--- src/hw/rtl/mrcs_pkg.sv ---
// ----------------------------------------------------------------------------
// mrcs_pkg
// Shared constants and types of the mixed radix calendar split block.
// ----------------------------------------------------------------------------
package mrcs_pkg;

  localparam int unsigned DefTimeWidth  = 48;
  localparam int unsigned DefRadixWidth = 16;
  localparam int unsigned NumRadices    = 5;
  localparam int unsigned FieldWidth    = 16;

  // Register indexes of the configuration port.
  typedef enum logic [2:0] {
    REG_SECS_PER_MINUTE = 3'd0,
    REG_MINS_PER_HOUR   = 3'd1,
    REG_HOURS_PER_DAY   = 3'd2,
    REG_DAYS_PER_MONTH  = 3'd3,
    REG_MONTHS_PER_YEAR = 3'd4
  } reg_idx_e;

endpackage

--- src/hw/rtl/mrcs_div_stage.sv ---
// ----------------------------------------------------------------------------
// mrcs_div_stage
// One pipelined restoring divider stage: a chain of registered steps, each
// step resolving a few quotient bits, with sideband data carried alongside.
// ----------------------------------------------------------------------------
module mrcs_div_stage
  import mrcs_pkg::*;
#(
  parameter int unsigned TimeWidth  = DefTimeWidth,
  parameter int unsigned RadixWidth = DefRadixWidth,
  parameter int unsigned SideWidth  = 1
) (
  input  logic                  clk_i,
  input  logic                  rst_ni,
  input  logic                  adv_i,
  input  logic                  valid_i,
  input  logic [TimeWidth-1:0]  dividend_i,
  input  logic [RadixWidth-1:0] divisor_i,
  input  logic [SideWidth-1:0]  side_i,
  output logic                  valid_o,
  output logic [TimeWidth-1:0]  quot_o,
  output logic [RadixWidth-1:0] rem_o,
  output logic [SideWidth-1:0]  side_o
);

  localparam int unsigned BitsPerStep = 8;
  localparam int unsigned NumSteps    = (TimeWidth + BitsPerStep - 1) / BitsPerStep;
  localparam int unsigned RemWidth    = RadixWidth + 1;

  logic                  vld_q  [NumSteps+1];
  logic [TimeWidth-1:0]  num_q  [NumSteps+1];
  logic [RadixWidth-1:0] rem_q  [NumSteps+1];
  logic [RadixWidth-1:0] div_q  [NumSteps+1];
  logic [SideWidth-1:0]  side_q [NumSteps+1];

  // Stage 0 is the input, not a register.
  assign vld_q[0]  = valid_i;
  assign num_q[0]  = dividend_i;
  assign rem_q[0]  = '0;
  assign div_q[0]  = divisor_i;
  assign side_q[0] = side_i;

  for (genvar s = 0; s < NumSteps; s++) begin : g_step
    // The last step resolves whatever quotient bits remain.
    localparam int StepBits = (s == NumSteps - 1) ?
      int'(TimeWidth - BitsPerStep * (NumSteps - 1)) : int'(BitsPerStep);

    logic [TimeWidth-1:0]  num_d;
    logic [RadixWidth-1:0] rem_d;

    always_comb begin
      logic [RemWidth-1:0] r;
      logic [TimeWidth-1:0] n;
      r = {1'b0, rem_q[s]};
      n = num_q[s];
      for (int b = 0; b < StepBits; b++) begin
        r = {r[RadixWidth-1:0], n[TimeWidth-1]};
        n = {n[TimeWidth-2:0], 1'b0};
        if (r >= {1'b0, div_q[s]}) begin
          r    = r - {1'b0, div_q[s]};
          n[0] = 1'b1;
        end
      end
      num_d = n;
      rem_d = r[RadixWidth-1:0];
    end

    always_ff @(posedge clk_i or negedge rst_ni) begin
      if (!rst_ni) begin
        vld_q[s+1] <= 1'b0;
      end else if (adv_i) begin
        vld_q[s+1] <= vld_q[s];
      end
    end

    always_ff @(posedge clk_i) begin
      if (adv_i) begin
        num_q[s+1]  <= num_d;
        rem_q[s+1]  <= rem_d;
        div_q[s+1]  <= div_q[s];
        side_q[s+1] <= side_q[s];
      end
    end
  end

  assign valid_o = vld_q[NumSteps];
  assign quot_o  = num_q[NumSteps];
  assign rem_o   = rem_q[NumSteps];
  assign side_o  = side_q[NumSteps];

  a_hold_valid : assert property (@(posedge clk_i) disable iff (!rst_ni)
    !adv_i |=> $stable(valid_o))
    else $error("valid changed while held");

  a_hold_data : assert property (@(posedge clk_i) disable iff (!rst_ni)
    (!adv_i && valid_o) |=> ($stable(quot_o) && $stable(rem_o)))
    else $error("held result changed");

  a_rem_range : assert property (@(posedge clk_i) disable iff (!rst_ni)
    valid_o |-> (rem_o < div_q[NumSteps]))
    else $error("remainder not below divisor");

endmodule

--- config.mk ---
export PLATFORM = sky130hd
export DESIGN_NAME = mrcs_div_stage
export DESIGN_NICKNAME = d
export VERILOG_FILES = /design/src/hw/rtl/mrcs_pkg.sv /design/src/hw/rtl/mrcs_div_stage.sv
export SDC_FILE = /design/constraint.sdc
export NUM_CORES = 2
export LEC_CHECK = 0
export ABC_AREA = 1
export BUFFER_PORTS_ARGS = -buffer_cell sky130_fd_sc_hd__buf_4
export CAP_MARGIN = 10
export CELL_PAD_IN_SITES_DETAIL_PLACEMENT = 1
export CELL_PAD_IN_SITES_GLOBAL_PLACEMENT = 1
export CORE_ASPECT_RATIO = 0.9
export CORE_MARGIN = 5
export CORE_UTILIZATION = 23
export CTS_CLUSTER_SIZE = 10
export DETAILED_ROUTE_END_ITERATION = 7
export PLACE_DENSITY_LB_ADDON = 0.1
export SETUP_SLACK_MARGIN = 0.1
export SYNTH_ARGS = -nofsm -noshare
export SYNTH_HDL_FRONTEND = slang
export SYNTH_SLANG_ARGS = --single-unit
--- constraint.sdc ---
create_clock -name clk_i -period 24.6 [get_ports clk_i]
set_clock_uncertainty 0.15 [all_clocks]
set_input_delay 2.46 -clock clk_i [delete_from_list [all_inputs] [get_ports clk_i]]
set_output_delay 2.46 -clock clk_i [all_outputs]
set_load 0.1 [all_outputs]
Word-level counts from Yosys, hierarchy flattened --
Index checks and enable logic that the tools add are counted.
Storage, ports and cells: register bits 476, input port bits 69, output and inout bits 66, word-level logic and storage cells 221
Operators by class: add/sub/neg operators 48, $lt $le $gt $ge 48, muxes and demuxes 96
Operators by type and width (number):
- >= comparator 17 x 16 -> 1 bit | 47
- 2-to-1 mux 16 bit | 48
- subtractor 16 bit | 47
- 2-to-1 mux 1 bit | 48
- >= comparator 1 x 16 -> 1 bit | 1
- subtractor 1 x 16 -> 16 bit | 1

Logic depth before layout (Yosys ltp) --
depth after elaboration 16, gate-level depth with buffers 129, mapped depth without buffers 119

Worst setup path after synthesis --
No wires, ideal clock.
kind input -> register, start point input divisor_i[1], end point register rem_q[93] in the netlist's numbering, data pin, setup time 260 ps, arrival time 17273 ps, required time 24190 ps, setup slack 6917 ps, stages 112, path buffers 9, cells stage by stage inv_1 > ha_1 > a21o_1 > nand3_2 > o21ai_0 > ha_1 > nand3_1 > nand2_1 > a21boi_1 > o21ai_2 > nand2_1 > nand2_1 > nand2_1 > nand2_1 > clkbuf_1 > o21ai_0 > ha_1 > nand3_1 > [... 76 more ...] > nand2_1 > nand2_1 > a21oi_1 > inv_1 > a21oi_1 > o21ai_0 > a21oi_1 > o21bai_1 > nand3_1 > nand2_1 > a21o_1 > a21oi_1 > nor2_1 > nor2_1 > nand3_1 > buf_2 > nand2_1 > o21ai_0
Between the ends: longest elaborated chain between the ends 16, elaborated cells between the ends (all ways) 24, those cells by class 8 x add/sub; 8 x order compare; 8 x mux
Ends and longest elaborated chain:
- from (decl) | line mrcs_div_stage.sv:18 | input logic [RadixWidth-1:0] divisor_i,
- subtractor 1 x 16 -> 16 bit / >= comparator 1 x 16 -> 1 bit (equally long branches) | line mrcs_div_stage.sv:60, mrcs_div_stage.sv:59
- 2-to-1 mux 16 bit | line mrcs_div_stage.sv:59 | if (r >= {1'b0, div_q[s]}) begin
- subtractor 16 bit / >= comparator 17 x 16 -> 1 bit (equally long branches) | line mrcs_div_stage.sv:60, mrcs_div_stage.sv:59
- 2-to-1 mux 16 bit | line mrcs_div_stage.sv:59
- subtractor 16 bit / >= comparator 17 x 16 -> 1 bit (equally long branches) | line mrcs_div_stage.sv:60, mrcs_div_stage.sv:59
- 2-to-1 mux 16 bit | line mrcs_div_stage.sv:59
- subtractor 16 bit / >= comparator 17 x 16 -> 1 bit (equally long branches) | line mrcs_div_stage.sv:60, mrcs_div_stage.sv:59
- 2-to-1 mux 16 bit | line mrcs_div_stage.sv:59
- subtractor 16 bit / >= comparator 17 x 16 -> 1 bit (equally long branches) | line mrcs_div_stage.sv:60, mrcs_div_stage.sv:59
- 2-to-1 mux 16 bit | line mrcs_div_stage.sv:59
- subtractor 16 bit / >= comparator 17 x 16 -> 1 bit (equally long branches) | line mrcs_div_stage.sv:60, mrcs_div_stage.sv:59
- 2-to-1 mux 16 bit | line mrcs_div_stage.sv:59
- subtractor 16 bit / >= comparator 17 x 16 -> 1 bit (equally long branches) | line mrcs_div_stage.sv:60, mrcs_div_stage.sv:59
- 2-to-1 mux 16 bit | line mrcs_div_stage.sv:59
- subtractor 16 bit / >= comparator 17 x 16 -> 1 bit (equally long branches) | line mrcs_div_stage.sv:60, mrcs_div_stage.sv:59
- 2-to-1 mux 16 bit (*) | line mrcs_div_stage.sv:59
- to (signal, indexed assignment) | line mrcs_div_stage.sv:79 | rem_q[s+1] <= rem_d;
- to (decl) | line mrcs_div_stage.sv:32 | logic [RadixWidth-1:0] rem_q [NumSteps+1];
Every way passes the cells marked *; elsewhere a longest branch is shown, timed or not. A chain may end at the register's enable or synchronous reset.

Worst setup path after layout --
start point input divisor_i[1], end point register rem_q[95] in the netlist's numbering, data pin
Same word-level chain as after synthesis.

==> out/metrics.cfg <==
[yosys]
synthArstFlopShare_pct=1.26
ys_ff_latch=476
synth_enable_flop_cells=470
yosysSeqAreaShare_pct=24.2
yosys_warnings=0
synthCells=8109
syn-num-nets=8979
ys.flop_type=edfxtp_1
avgSynthCellArea_sq_um=7.25
synth_cell_type_count=64
syn_area_sq_um=58800

[critical_path]
r2r-end=rem_q[72]
endpoint=rem_q[95]
rr_startpoint=div_q[91]
ff2ff_path_depth=110
cp_max_fo=24
crit_required_ps=25000
crit_top_cell=nand2_1
critPathLaunchType=primary input
startpoint=divisor_i[1]
max_stage_delay_ps=530
ff2ff_setup_slack_ps=3020
cp_slowest_cell=o21ai_0
worst-setup-path-type=primary input to flip-flop
cp.arrival_ps=22540
end_kind=flip-flop

[finish]
layout.nets=9073
regArea_sq_um=14300
final_cells=11630
multi_input_area_sq_um=39300
final_cell_mix=nand2_1 (2,265), inv_1 (983), ha_1 (754)
n_fill_cell=31238
syn_to_final_growth_pct=11.3
layout_commonest_cell=nand2_1
drive_gt1_share_pct=7.56

[detailed_routing]
drc=0
vias_per_cell=4.60
drt-wirelength-per-cell_um=19.3
wl_um=224000
first_pass_iters=5
vias=53542
route.antenna.remaining_nets=0
drtIter0Drc=2285

[sta]
post-route-worst-setup-slack_ps=2450
fin_crit_sh_pct=90.0
fmax_mhz=45.2
worst-slew-pin-transition_ps=930
rsz0062_at_grt=no
slew_headroom_pct=38.0
final.setup.tns_ps=0
setup_viol=0
layout_min_cycle_time_ps=22150
slew_viol_final=0
hold_viol=0

[run]
drv_cap=0

[place]
place_ws_ps=854
dp_hpwl_um=180000
dp.cells=11514
place_congestion=0.846
portBuffers=134

[clock_network]
clock_latency_ps=690
cts_max_level=3
cts_buffers=68
path_clk_slew_ps=50
clock-sinks=476
cts_tree=yes
clockRootBuffer=clkbuf_16
cts_buffer_depth=3
post_cts_buffers=0
cts_hold_repair.buffers=0

[grt]
overflow=0
grt_max_degree=69
grt_pass1_vias=55747
gr-usage-all-layers_pct=16.5
antenna_found_initial=3
grt_pass1_wl_um=339000

[floorplanning]
initial_core_util_pct=23.1
num_rows=176
die_w_um=543
boundaryPins=135
dieArea_sq_um=266000
dieHeight_um=490
core_sq_um=255000

[hold_path]
holdCritPathClass=flip-flop to flip-flop
holdPathStages=0

[run_status]
status=finished, final reports clean

## routing by layer
metal / global-route usage, % / vias to the layer above / wire, um
li1: - / 27412 / -
met1: 21.9 / 25507 / 107000
met2: 29.2 / 458 / 108000
met3: 1.55 / 165 / 4930
met4: 2.97 / 0 / 3780
met5: 0 / - / 0
## Yosys cell counts, types with 72 or more instances
cell type	instances	share of area, %
a21oi_1	653	5.6
buf_4	96	1.2
edfxtp_1	470	24
ha_1	754	16
inv_1	984	6.3
nand2_1	2265	14
nand2_2	72	0.77
nand3_1	424	3.6
nand4_1	86	0.91
nor2_1	313	2.0
nor3_1	85	0.72
o21ai_0	496	4.2
o21ai_1	90	0.77
xnor2_1	240	3.6
xor2_1	351	5.2
## through the flow
stage / hold slack (ps) / area, sq um / utilization [%]
floorplan: 250 / 58800 / -
global placement: 251 / 63300 / 24.8
detailed placement: 255 / 63300 / 24.8
CTS: 265 / 65400 / 25.7
global route: 263 / 65500 / 25.7
finish: 260 / 65500 / 25.7
## critical path, delay by kind of cell
kind,cells,cell delay (ps)
AO/OA/AOI/OAI,33,7540
adder cells (fa/ha/maj),8,2770
AND/OR/NAND/NOR,49,6310
buffers and inverters,15,3420
## cell families after synthesis
group / synth area share, %
flip-flops: 24.2
XOR/XNOR: 8.80
adder cells (fa/ha/maj): 17.6
AND/OR/NAND/NOR: 25.2
buffers and inverters: 8.98
AO/OA/AOI/OAI: 15.1
## worst min-delay path by stage
stage,start,endpoint
4_1_cts,g_step[2].$5.n[32],g_step[3].$5.n[40]
6_report,g_step[2].$5.n[32],g_step[3].$5.n[40]
3_5_place_dp,g_step[4].$5.n[31],g_step[5].$5.n[39]
5_1_grt,g_step[2].$5.n[32],g_step[3].$5.n[40]
3_3_place_gp,g_step[5].$5.n[10],quot_o[10]
2_1_floorplan,g_step[1].$5.n[8],g_step[2].$5.n[16]
## sequential cells by signal, indices dropped and copies added, names as in the netlist
signal,flops
div_q,80
quot_o,48
vld_q,5
rem_o,16
g_step.$5.n,200
valid_o,1
rem_q,80
side_q,5
side_o,1
num_q,40
## final cells by class
| type | instances | share of cell area [%] |
|---|---|---|
| Antenna cell | 2 | 0.00765 |
| Clock inverter | 31 | 0.572 |
| Tap cell | 3382 | 6.46 |
| Timing Repair inverter | 1 | 0.00765 |
| Multi-Input combinational cell | 6404 | 60.0 |
| Inverter | 1039 | 5.98 |
| Sequential cell | 476 | 21.8 |
| Timing Repair Buffer | 213 | 2.45 |
| Clock buffer | 82 | 2.71 |
## timing repair
action / in CTS / in global routing
resized for setup: 0 / 5
endpoints found under the hold margin: 0 / 0
endpoints found under the setup margin: 0 / 17
Power is left out: the tool's default activity adds up to more than one toggle a clock period on the data nets, which glitch-free logic cannot reach.
